==> src/design/mrwt_pkg.sv <==
package mrwt_pkg;

  typedef struct packed {
    logic round_composite;
    logic verdict_composite;
    logic bad_input;
    logic verdict_final;
  } mrwt_result_t;

endpackage

==> src/design/mrwt_ctrl.sv <==
module mrwt_ctrl import mrwt_pkg::*; #(
  parameter int NUM_WIDTH = 32
) (
  input  logic                 clk,
  input  logic                 rst,
  input  logic                 go,
  input  logic [NUM_WIDTH-1:0] n,
  input  logic [NUM_WIDTH-1:0] a,
  output logic                 fin,
  output logic                 comp,
  output logic                 mul_start,
  input  logic                 mul_done,
  input  logic [NUM_WIDTH-1:0] prod,
  output logic [NUM_WIDTH-1:0] mx,
  output logic [NUM_WIDTH-1:0] my
);

  localparam int CW = $clog2(NUM_WIDTH + 1);

  typedef enum logic [2:0] {
    IDLE, SPLIT, SQ, MUL, CHECK, LOOP, DONE
  } state_t;

  state_t               state;
  logic [NUM_WIDTH-1:0] r;
  logic [NUM_WIDTH-1:0] y;
  logic [CW-1:0]        s;
  logic [CW-1:0]        bits;
  logic [CW-1:0]        j;
  logic [NUM_WIDTH-1:0] nm1;
  logic                 pend;

  // The multiplier is started once when pend is low; pend stays high while it runs.
  assign nm1       = n - 1'b1;
  assign mul_start = (state == SQ || state == MUL || state == LOOP) && !pend;
  assign mx        = (state == MUL) ? a : y;
  assign my        = y;

  always_ff @(posedge clk) begin
    fin <= 1'b0;
    if (rst) begin
      state <= IDLE;
      pend  <= 1'b0;
    end else begin
      unique case (state)
        IDLE: begin
          if (go) begin
            r     <= nm1;
            s     <= '0;
            y     <= NUM_WIDTH'(1);
            bits  <= CW'(NUM_WIDTH);
            state <= SPLIT;
          end
        end
        SPLIT: begin
          if (!r[0] && s != CW'(NUM_WIDTH)) begin
            r <= r >> 1;
            s <= s + 1'b1;
          end else begin
            state <= SQ;
            pend  <= 1'b0;
          end
        end
        SQ: begin
          pend <= 1'b1;
          if (mul_done && pend) begin
            y    <= prod;
            pend <= 1'b0;
            if (r[NUM_WIDTH-1]) begin
              state <= MUL;
            end else if (bits == CW'(1)) begin
              state <= CHECK;
            end else begin
              r    <= r << 1;
              bits <= bits - 1'b1;
            end
          end
        end
        MUL: begin
          pend <= 1'b1;
          if (mul_done && pend) begin
            y    <= prod;
            pend <= 1'b0;
            if (bits == CW'(1)) begin
              state <= CHECK;
            end else begin
              r     <= r << 1;
              bits  <= bits - 1'b1;
              state <= SQ;
            end
          end
        end
        CHECK: begin
          j <= CW'(1);
          if (y == NUM_WIDTH'(1) || y == nm1) begin
            comp  <= 1'b0;
            state <= DONE;
          end else if (s < CW'(2)) begin
            comp  <= 1'b1;
            state <= DONE;
          end else begin
            state <= LOOP;
          end
        end
        LOOP: begin
          pend <= 1'b1;
          if (mul_done && pend) begin
            y    <= prod;
            pend <= 1'b0;
            j    <= j + 1'b1;
            if (prod == NUM_WIDTH'(1)) begin
              comp  <= 1'b1;
              state <= DONE;
            end else if (prod == nm1) begin
              comp  <= 1'b0;
              state <= DONE;
            end else if (j + 1'b1 >= s) begin
              comp  <= 1'b1;
              state <= DONE;
            end
          end
        end
        DONE: begin
          fin   <= 1'b1;
          state <= IDLE;
        end
        default: state <= IDLE;
      endcase
    end
  end

endmodule

==> config.mk <==
export PLATFORM = sky130hd
export DESIGN_NAME = mrwt_ctrl
export DESIGN_NICKNAME = d
export VERILOG_FILES = /design/src/design/mrwt_pkg.sv /design/src/design/mrwt_ctrl.sv
export SDC_FILE = /design/constraint.sdc
export NUM_CORES = 1
export LEC_CHECK = 0
export BUFFER_PORTS_ARGS = -buffer_cell sky130_fd_sc_hd__buf_2
export CORE_MARGIN = 2
export CORE_UTILIZATION = 30
export DETAILED_ROUTE_END_ITERATION = 8
export PLACE_DENSITY_LB_ADDON = 0.3
export SLEW_MARGIN = 0
export SYNTH_ARGS = -nofsm -noshare
export SYNTH_HDL_FRONTEND = slang
export SYNTH_SLANG_ARGS = --single-unit
==> constraint.sdc <==
create_clock -name clk -period 5.9 [get_ports clk]
set_input_delay 1.475 -clock clk [delete_from_list [all_inputs] [get_ports clk]]
set_output_delay 1.475 -clock clk [all_outputs]
set_load 0.005 [all_outputs]
* Word-level counts from Yosys, hierarchy flattened
Index checks and enable logic that the tools add are counted.
Cells by class: add/subtract/negate cells 4, $lt $le $gt $ge 2, equal/unequal tests 25, muxes and demuxes 48, bitwise gates (word level) 1, reduce and logical (&&, ||, !) cells 25
Operator list (count):
- 2-to-1 mux 32 bit | 10
- case mux 32 bit (4 select lines) | 1
- equality test 32 x 1 -> 1 bit, second input constant | 2
- equality test 32 bit | 2
- case mux 32 bit (2 select lines) | 1
- 2-to-1 mux 6 bit | 8
- 2-to-1 mux 3 bit | 11
- subtractor 32 x 1 -> 32 bit, second input constant | 1
- case mux 6 bit (2 select lines) | 2
- case mux 3 bit (6 select lines) | 1
- case mux 6 bit (3 select lines) | 1
- AND reduction 7 bit | 2
- adder 6 x 1 -> 6 bit, second input constant | 2
- != test 2 bit, second input constant | 6
- equality test 3 bit, second input constant | 3
- 2-to-1 mux 1 bit | 9
- AND reduction 9 bit | 1
- != test 2 x 1 -> 1 bit, second input constant | 4
- AND reduction 4 bit | 2
- nonzero test 2 bit | 4
- equality test 3 x 2 -> 1 bit, second input constant | 2
- equality test 6 x 1 -> 1 bit, second input constant | 1
- greater-or-equal comparator 6 bit | 1
- less-than comparator 6 x 2 -> 1 bit, second input constant | 1
- 20 further kinds | 27
Word-level totals: bits in registers 88, bits of input ports 100, output and inout bits 67, logic and storage cells 115

* Longest topological paths before layout
Gate-level depths: netlist of run 1.
depth after elaboration 7, depth in mapped cells 13, mapped depth without buffers 11

* Least setup slack after synthesis of run 1
Ideal clock, no wire load.
path kind input-to-reg, from input port n[24], to register comp, enable pin, library setup time 0.300 ns, arrival time 4.288 ns, required time 5.600 ns, setup slack 1.313 ns, stages on the path 11, path buffers 2, cells stage by stage buf_6 > or4_4 > buf_6 > or4_4 > or4_4 > xnor2_4 > xor2_1 > nand4_1 > o41ai_2 > nor4_1 > nor2_1
Between the ends: word-level cells in the longest chain between the ends 5, elaborated cells on any way between the ends 7, classes of those cells 1 x add/sub; 4 x eq/ne; 2 x reduce/logical
Ends and longest elaborated chain:
- start, declared | RTL line mrwt_ctrl.sv:7 | input logic [NUM_WIDTH-1:0] n,
- subtractor 32 x 1 -> 32 bit (*) | RTL line mrwt_ctrl.sv:34 | assign nm1 = n - 1'b1;
- equality test 32 bit | RTL line mrwt_ctrl.sv:95 | if (y == NUM_WIDTH'(1) || y == nm1) begin
- logical OR 1 bit | RTL line mrwt_ctrl.sv:95
- != test 3 bit (no line)
- AND reduction 5 bit (no line) (*)
- end signal, assigned | RTL line mrwt_ctrl.sv:96 | comp <= 1'b0;
- end signal, assigned | RTL line mrwt_ctrl.sv:99 | comp <= 1'b1;
- end signal, assigned | RTL line mrwt_ctrl.sv:112 | comp <= 1'b1;
- end, declared | RTL line mrwt_ctrl.sv:10 | output logic comp,
Every way passes the cells marked *; elsewhere a longest branch is shown, timed or not. A chain may end at the register's enable or synchronous reset.

* Final worst setup path of run 1
from input port n[0], to register comp, enable pin
The elaborated chain is that of the path after synthesis.

==> flow_summary.rst, run 1 <==
.. list-table::
   :header-rows: 1

   * - Metric
     - Value
   * - Status
     - finished, final reports clean
   * - Average wire per standard cell
     - 22.4 um
   * - Power Dens Cells
     - approximately 330 nW/um2
   * - Area enclosed by the die boundary
     - roughly 27,000 um2
   * - Sequential fraction of design power
     - 0.388
   * - Number of clock sinks
     - about 90
   * - Combinational share of power
     - 0.390
   * - Net load switching power
     - 1.15 mW
   * - Most frequent cells in the layout
     - sky130_fd_sc_hd__buf_2, sky130_fd_sc_hd__edfxtp_1, sky130_fd_sc_hd__xnor2_1, sky130_fd_sc_hd__a21oi_1, sky130_fd_sc_hd__nor2_1
   * - Kind of end point of the critical path
     - register
   * - Initial antenna violation count
     - 1
   * - CTS-repair resized insts
     - 0
   * - Setup TNS Final
     - 0 ps
   * - Final count of hold timing violations
     - 0
   * - Cell-internal power
     - between 1.5 and 2 mW
   * - Total of warnings raised by yosys
     - 0
   * - Vias in the first global route
     - 7,317
   * - Buffer and inverter count on the worst path
     - 2
   * - Area Growth Syn to Fin
     - 18.3%
   * - Global-route usage over all layers
     - 0.217
   * - Chain of cells forming the critical path
     - buf_2 > inv_1 > ha_1 > nor2b_1 > nand2_1 > nor3_1 > xnor2_1 > a221o_1 > nor4_1 > and4_1 > o21ai_1 > nor2_1
   * - Global-route wire length before repair
     - about 44,000 um
   * - Clock network fraction of design power
     - 0.222
   * - Reported max-cap violation count
     - 0
   * - Area share of the largest cell type after synthesis
     - 0.325
   * - Met3 usage in global routing
     - 0.0354
   * - Data arrival, critical path
     - between 4000 and 5000 ps
   * - Critical-path maximum fanout
     - 6
   * - Maximum number of pins on one net before global-route repair
     - between 60 and 70
   * - R2R Path End
     - comp
   * - Number of optimization iterations in the first detailed-route pass
     - 5
   * - Post-CTS Hold Buffers
     - 0
   * - Sequential fraction of the synthesis area
     - 0.338
   * - Die extent in x
     - between 150 and 200 um
   * - Worst setup path start
     - n[0]
   * - DP Wirelength
     - roughly 22,000 um
   * - Final worst path period share
     - 0.782
   * - Core utilization of the finished layout
     - 0.361
   * - Unrepaired setup endpoints after global routing
     - false
   * - CP delay by family, top
     - simple AND/OR/NAND/NOR gates
   * - Clock latency on the worst-skew pair
     - roughly 360 ps
   * - Initial cell density of the core
     - 0.305
   * - GRT Max-Usage Layer
     - met2
   * - Root Buffer
     - sky130_fd_sc_hd__clkbuf_16
   * - Net switching share of the total power
     - 0.390
   * - Chip height
     - about 160 um
   * - FF+latch count, synth
     - 88
   * - Reg-to-reg slack, setup
     - 2450 ps
   * - Post-route cell area
     - 9080 um2
   * - Count of buffers inserted at the top-level ports
     - 166
   * - Fraction of layout cells with a size suffix above 1
     - 0.262
   * - Setup crit start kind
     - input port
   * - Fill cell count
     - 2,642
   * - Via-per-instance ratio
     - a little under 6
   * - Routing usage on met2
     - 0.340
   * - Global-route track usage on met1
     - 0.296
   * - Critical path data required time
     - between 5000 and 6000 ps
   * - Clock transition at the register clock pins on the worst setup and hold paths after CTS
     - around 70 ps
   * - Total inserted antenna cells
     - 0
   * - Synthesized Nets
     - roughly 960
   * - Drt initial violations
     - between 800 and 900
   * - Core region area
     - 25,200 um2
   * - Longest Clk Path Bufs
     - 2
   * - Ys async rst share
     - 0
   * - End point of the critical path
     - comp
   * - Main area contributors after synthesis
     - sky130_fd_sc_hd__edfxtp_1, sky130_fd_sc_hd__xnor2_1, sky130_fd_sc_hd__mux2_2
   * - Final net count
     - 1,087
   * - Most common cell after layout, fill and taps aside
     - sky130_fd_sc_hd__buf_2
   * - Final Slew Violations
     - 0
   * - Standard-cell rows
     - 58
   * - Overall overflow remaining after global route
     - 0
   * - Source of the worst register-to-register timing path
     - my[19]
   * - Mean cell area of the mapped netlist
     - 9.11 um2
   * - Total Power Consumption
     - 2.96 mW
   * - Number of vias in the routed layout
     - ~7,600
   * - Final-layout worst hold slack
     - just under 600 ps
   * - Cts bufs inserted
     - 9
   * - Number of cells traversed by the worst register-to-register path
     - 9
   * - Worst supply voltage drop on vdd
     - roughly 0.16 mV
   * - CP Depth
     - 12
   * - Final min period
     - 4620 ps
   * - I/O pin cnt
     - between 150 and 200
   * - Count of final setup violators
     - 0
   * - Biggest area consumer among synthesized cells
     - sky130_fd_sc_hd__edfxtp_1
   * - Global placer's final weighted congestion
     - between 0.9 and 1
   * - CTS tree
     - yes
   * - Worst slew margin
     - 0.232
   * - Instance area at placement
     - between 8000 and 9000 um2
   * - Remaining design rule violation count
     - 0
   * - Synthesized netlist cell count
     - approximately 840
   * - Number of nets with antenna violations after detailed routing
     - 0
   * - Class of the tightest hold or removal check
     - register to register
   * - Longest individual stage delay on the worst path
     - roughly 630 ps
   * - Crit path kind
     - input port to register
   * - Top flip-flop cell by instance count after synthesis
     - sky130_fd_sc_hd__edfxtp_1
   * - Cell variety after synth
     - a little over 80
   * - Number of synthesized flops with an enable pin
     - 83
   * - Slowest cell on crit path
     - sky130_fd_sc_hd__nor3_1
   * - Total routed wirelength
     - between 20,000 and 30,000 um
   * - Mapped cell area
     - between 7000 and 8000 um2
   * - Number of buffers inserted by post-CTS setup repair
     - 0
   * - Total number of H-tree levels
     - 3
   * - Worst Max-Slew Pin Slew
     - between 1000 and 1500 ps
   * - Worst clock skew
     - just under 9 ps
   * - Highest clock rate
     - approximately 220 MHz
   * - Static leakage power
     - 3.21 nW
[Yosys cell counts, drive strengths merged (8+ instances only)]
master / instances
buf: 17
o21ai: 30
nor3: 38
and2: 29
clkbuf: 40
or4: 10
nor2: 56
o22ai: 8
nor2b: 13
inv: 29
nand2: 27
nand4: 27
edfxtp: 83
nor4: 39
mux2: 32
and3: 12
or3: 13
a31oi: 14
nand3: 23
ha: 12
nand2b: 10
a21oi: 55
xor2: 25
a221oi: 32
xnor2: 63
[worst register-to-register path, cell delays in order (launching register included)]
cell,delay [ps]
sky130_fd_sc_hd__edfxtp_1,510
sky130_fd_sc_hd__and3b_1,260
sky130_fd_sc_hd__a2111oi_0,430
sky130_fd_sc_hd__nand3_1,140
sky130_fd_sc_hd__or4_1,550
sky130_fd_sc_hd__a2111oi_0,320
sky130_fd_sc_hd__nand4_1,230
sky130_fd_sc_hd__o41ai_2,500
sky130_fd_sc_hd__nor4_1,90
sky130_fd_sc_hd__nor2_1,130
[cell type report]
class | instances | area [um2] | area share
clock buffers | 10 | 229 | 0.0252
clock inverters | 6 | 92.6 | 0.0102
inverters | 29 | 109 | 0.0120
multi-input cells | 667 | 4710 | 0.519
flip-flops and latches | 88 | 2590 | 0.285
well taps | 330 | 413 | 0.0455
repair buffers | 180 | 936 | 0.103
[state kept, by name (all words and copies together) (netlist names)]
register / flops
bits: 6
comp: 1
fin: 1
j: 6
my: 32
pend: 1
r: 32
s: 6
state: 3
[cells by family after synthesis]
group                    count (synthesis)  synth area share
AND/OR/NAND/NOR                        330             0.247
AO/OA/AOI/OAI                          199             0.181
XOR/XNOR                                91             0.112
buffers and inverters                   88            0.0518
flip-flops                              88             0.338
multiplexers                            35            0.0508
adder cells (fa/ha/maj)                 12            0.0196
[power by group through the flow]
stage	clock network, mW	registers (mW)	logic, mW
final	0.658	1.15	1.15
after global routing	0.689	1.17	1.27
after CTS	0.665	1.14	1.16
after detailed placement	0	1.15	1.15
after global placement	0	1.15	1.14
after floorplan	0	1.07	0.805
[layer usage]
layer,vias to the layer above,share of wire
met5,-,0.00027
met2,315,0.46
met3,59,0.060
met4,2,0.038
li1,3538,-
met1,3676,0.44
[per-stage QoR]
stage	worst slack, ps	cells
floorplan	1310	843
global route	1060	1310
finish	1280	1310
CTS	1380	1310
detailed placement	1020	1294
global placement	908	1294
[how the worst min path moves through the flow]
stage | start | end | slack [ps] | cells after the start
finish | pend | pend | 580 | 2
global route | pend | pend | 640 | 2
floorplan | pend | pend | 510 | 2
detailed placement | pend | pend | 560 | 2
CTS | pend | pend | 580 | 2
global placement | pend | pend | 560 | 2
(Power assumes the default switching activity.)
==> run 2: changes to the inputs <==
==> constraint.sdc (replaced) <==
create_clock -name clk -period 4.51 [get_ports clk]
set_input_delay 1.1275 -clock clk [delete_from_list [all_inputs] [get_ports clk]]
set_output_delay 1.1275 -clock clk [all_outputs]
set_load 0.005 [all_outputs]
==> run 2 against run 1 <==
Against the previous run: flip-flop and latch count stayed put; sequential power is 30% higher; cell area is 4.3% higher.
==> flow_summary.rst, run 2 (synthesis gave the netlist of run 1 again) <==
.. list-table::
   :header-rows: 1

   * - Metric
     - Value
   * - CTS tree
     - yes
   * - Total inserted antenna cells
     - 0
   * - Initial antenna violation count
     - 0
   * - Clock latency on the worst-skew pair
     - around 370 ps
   * - Worst supply voltage drop on vdd
     - 0.187 mV
   * - Number of clock sinks
     - between 80 and 90
   * - Most common cell after layout, fill and taps aside
     - sky130_fd_sc_hd__buf_2
   * - Crit path top cell by count
     - sky130_fd_sc_hd__buf_4
   * - Total routed wirelength
     - 29,900 um
   * - Total number of H-tree levels
     - 3
   * - Kind of end point of the critical path
     - register
   * - Cell-internal power
     - roughly 2.3 mW
   * - Net load switching power
     - about 1.5 mW
   * - Number of vias in the routed layout
     - 7,893
   * - Core utilization of the finished layout
     - 0.376
   * - Cts bufs inserted
     - 9
   * - Multi-input combinational cell area
     - 4710 um2
   * - Sequential fraction of design power
     - 0.388
   * - Post-route cell area
     - roughly 9500 um2
   * - Via-per-instance ratio
     - 5.78
   * - Overall overflow remaining after global route
     - 0
   * - Post-CTS Hold Buffers
     - 0
   * - Number of nets with antenna violations after detailed routing
     - 0
   * - Unrepaired setup endpoints after global routing
     - false
   * - Crit path kind
     - input port to register
   * - Post-route insts no fill
     - between 1,000 and 1,500
   * - Maximum number of pins on one net before global-route repair
     - 42
   * - Number of optimization iterations in the first detailed-route pass
     - 5
   * - Initial cell density of the core
     - 0.305
   * - Worst Max-Slew Pin Slew
     - approximately 980 ps
   * - Status
     - finished, final reports clean
   * - Core region area
     - ~25,000 um2
   * - Data arrival, critical path
     - 4190 ps
   * - Count of buffers inserted at the top-level ports
     - approximately 170
   * - Number of buffers inserted by post-CTS setup repair
     - 0
   * - Static leakage power
     - 3.49 nW
   * - Worst slew margin
     - 0.342
   * - Drt initial violations
     - 857
   * - Remaining design rule violation count
     - 0
   * - Final min period
     - just over 4000 ps
   * - Vias in the first global route
     - about 7,600
   * - Global placer's final weighted congestion
     - 0.995
   * - Critical-path maximum fanout
     - 6
   * - Instance area at placement
     - 9180 um2
   * - Combinational share of power
     - 0.399
   * - Setup crit start kind
     - input port
   * - Chip height
     - ~160 um
   * - Most frequent cells in the layout
     - sky130_fd_sc_hd__buf_2, sky130_fd_sc_hd__edfxtp_1, sky130_fd_sc_hd__buf_4, sky130_fd_sc_hd__xnor2_1, sky130_fd_sc_hd__a21oi_1
   * - Average wire per standard cell
     - about 22 um
   * - Reported max-cap violation count
     - 0
   * - Area Growth Syn to Fin
     - 23.4%
   * - CTS-repair resized insts
     - 0
   * - Global-route wire length before repair
     - 45,400 um
   * - DP Wirelength
     - around 23,000 um
   * - Final net count
     - 1,142
   * - Final worst path period share
     - 0.912
   * - Root Buffer
     - sky130_fd_sc_hd__clkbuf_16
   * - Chain of cells forming the critical path
     - buf_2 > or4_4 > buf_4 > nor4_1 > buf_4 > nand3_1 > nor4_2 > buf_4 > o22ai_1 > nor4_1 > and4_1 > o21ai_1 > nor2_1
   * - Setup TNS Final
     - 0 ps
   * - Fill cell count
     - ~2,600
   * - Placed cell count
     - 1,349
   * - Clock transition at the register clock pins on the worst setup and hold paths after CTS
     - 80 ps
   * - Area enclosed by the die boundary
     - between 20,000 and 30,000 um2
   * - Worst clock skew
     - roughly 17 ps
   * - Standard-cell rows
     - 58
   * - Power Dens Cells
     - about 410 nW/um2
   * - Clock network fraction of design power
     - 0.214
   * - Slowest cell on crit path
     - sky130_fd_sc_hd__or4_4
   * - Global-route usage over all layers
     - 0.224
   * - Final Slew Violations
     - 0
   * - Net switching share of the total power
     - 0.397
   * - I/O pin cnt
     - about 170
   * - Longest individual stage delay on the worst path
     - 530 ps
   * - Class of the tightest hold or removal check
     - register to register
   * - Die extent in x
     - 164 um
   * - Critical path data required time
     - approximately 4600 ps
   * - Fraction of layout cells with a size suffix above 1
     - 0.301
   * - Sequential cell area
     - ~2600 um2
   * - Highest clock rate
     - approximately 240 MHz
   * - Longest Clk Path Bufs
     - 2
   * - Final count of hold timing violations
     - 0
   * - Count of final setup violators
     - 0
-- run 2: power groups by stage --
stage | combinational, mW | sequential (mW) | clock (mW)
3_5_place_dp | 1.53 | 1.51 | 0
5_1_grt | 1.70 | 1.52 | 0.863
2_1_floorplan | 1.05 | 1.40 | 0
6_report | 1.54 | 1.50 | 0.825
3_3_place_gp | 1.52 | 1.51 | 0
4_1_cts | 1.54 | 1.49 | 0.839
-- run 2: final timing paths --
check / end / startpoint / depth (start not counted) / slack [ps]
worst min register to register: pend / pend / 2 / 570
worst min-delay path: pend / pend / 2 / 570
worst max register to register: comp / my[19] / 9 / 1110
worst max-delay path: comp / n[25] / 13 / 400
-- run 2: area by class of cell --
| cell class | instances | area share |
|---|---|---|
| Sequential cell | 88 | 0.274 |
| Timing Repair Buffer | 235 | 0.142 |
| Inverter | 29 | 0.0115 |
| Clock inverter | 7 | 0.00805 |
| Multi-Input combinational cell | 667 | 0.497 |
| Clock buffer | 9 | 0.0238 |
| Tap cell | 330 | 0.0436 |
-- run 2: routing by layer --
metal  wire [um]  track usage
met1       13000        0.299
met3        1970       0.0348
met4        1250       0.0989
met5           0            0
met2       13700        0.357
-- run 2: per-stage QoR --
stage	total power [mW]	hold slack [ps]	worst slack [ps]
CTS	3.87	566	456
global placement	3.03	555	79.3
global route	4.08	598	131
finish	3.86	565	398
detailed placement	3.04	552	80.5
floorplan	2.45	509	270
-- run 2: worst max-delay path: cells and delay by family --
kind / cells / cell delay (ps)
buffers and inverters: 4 / 690
AO/OA/AOI/OAI: 2 / 160
AND/OR/NAND/NOR: 7 / 2210
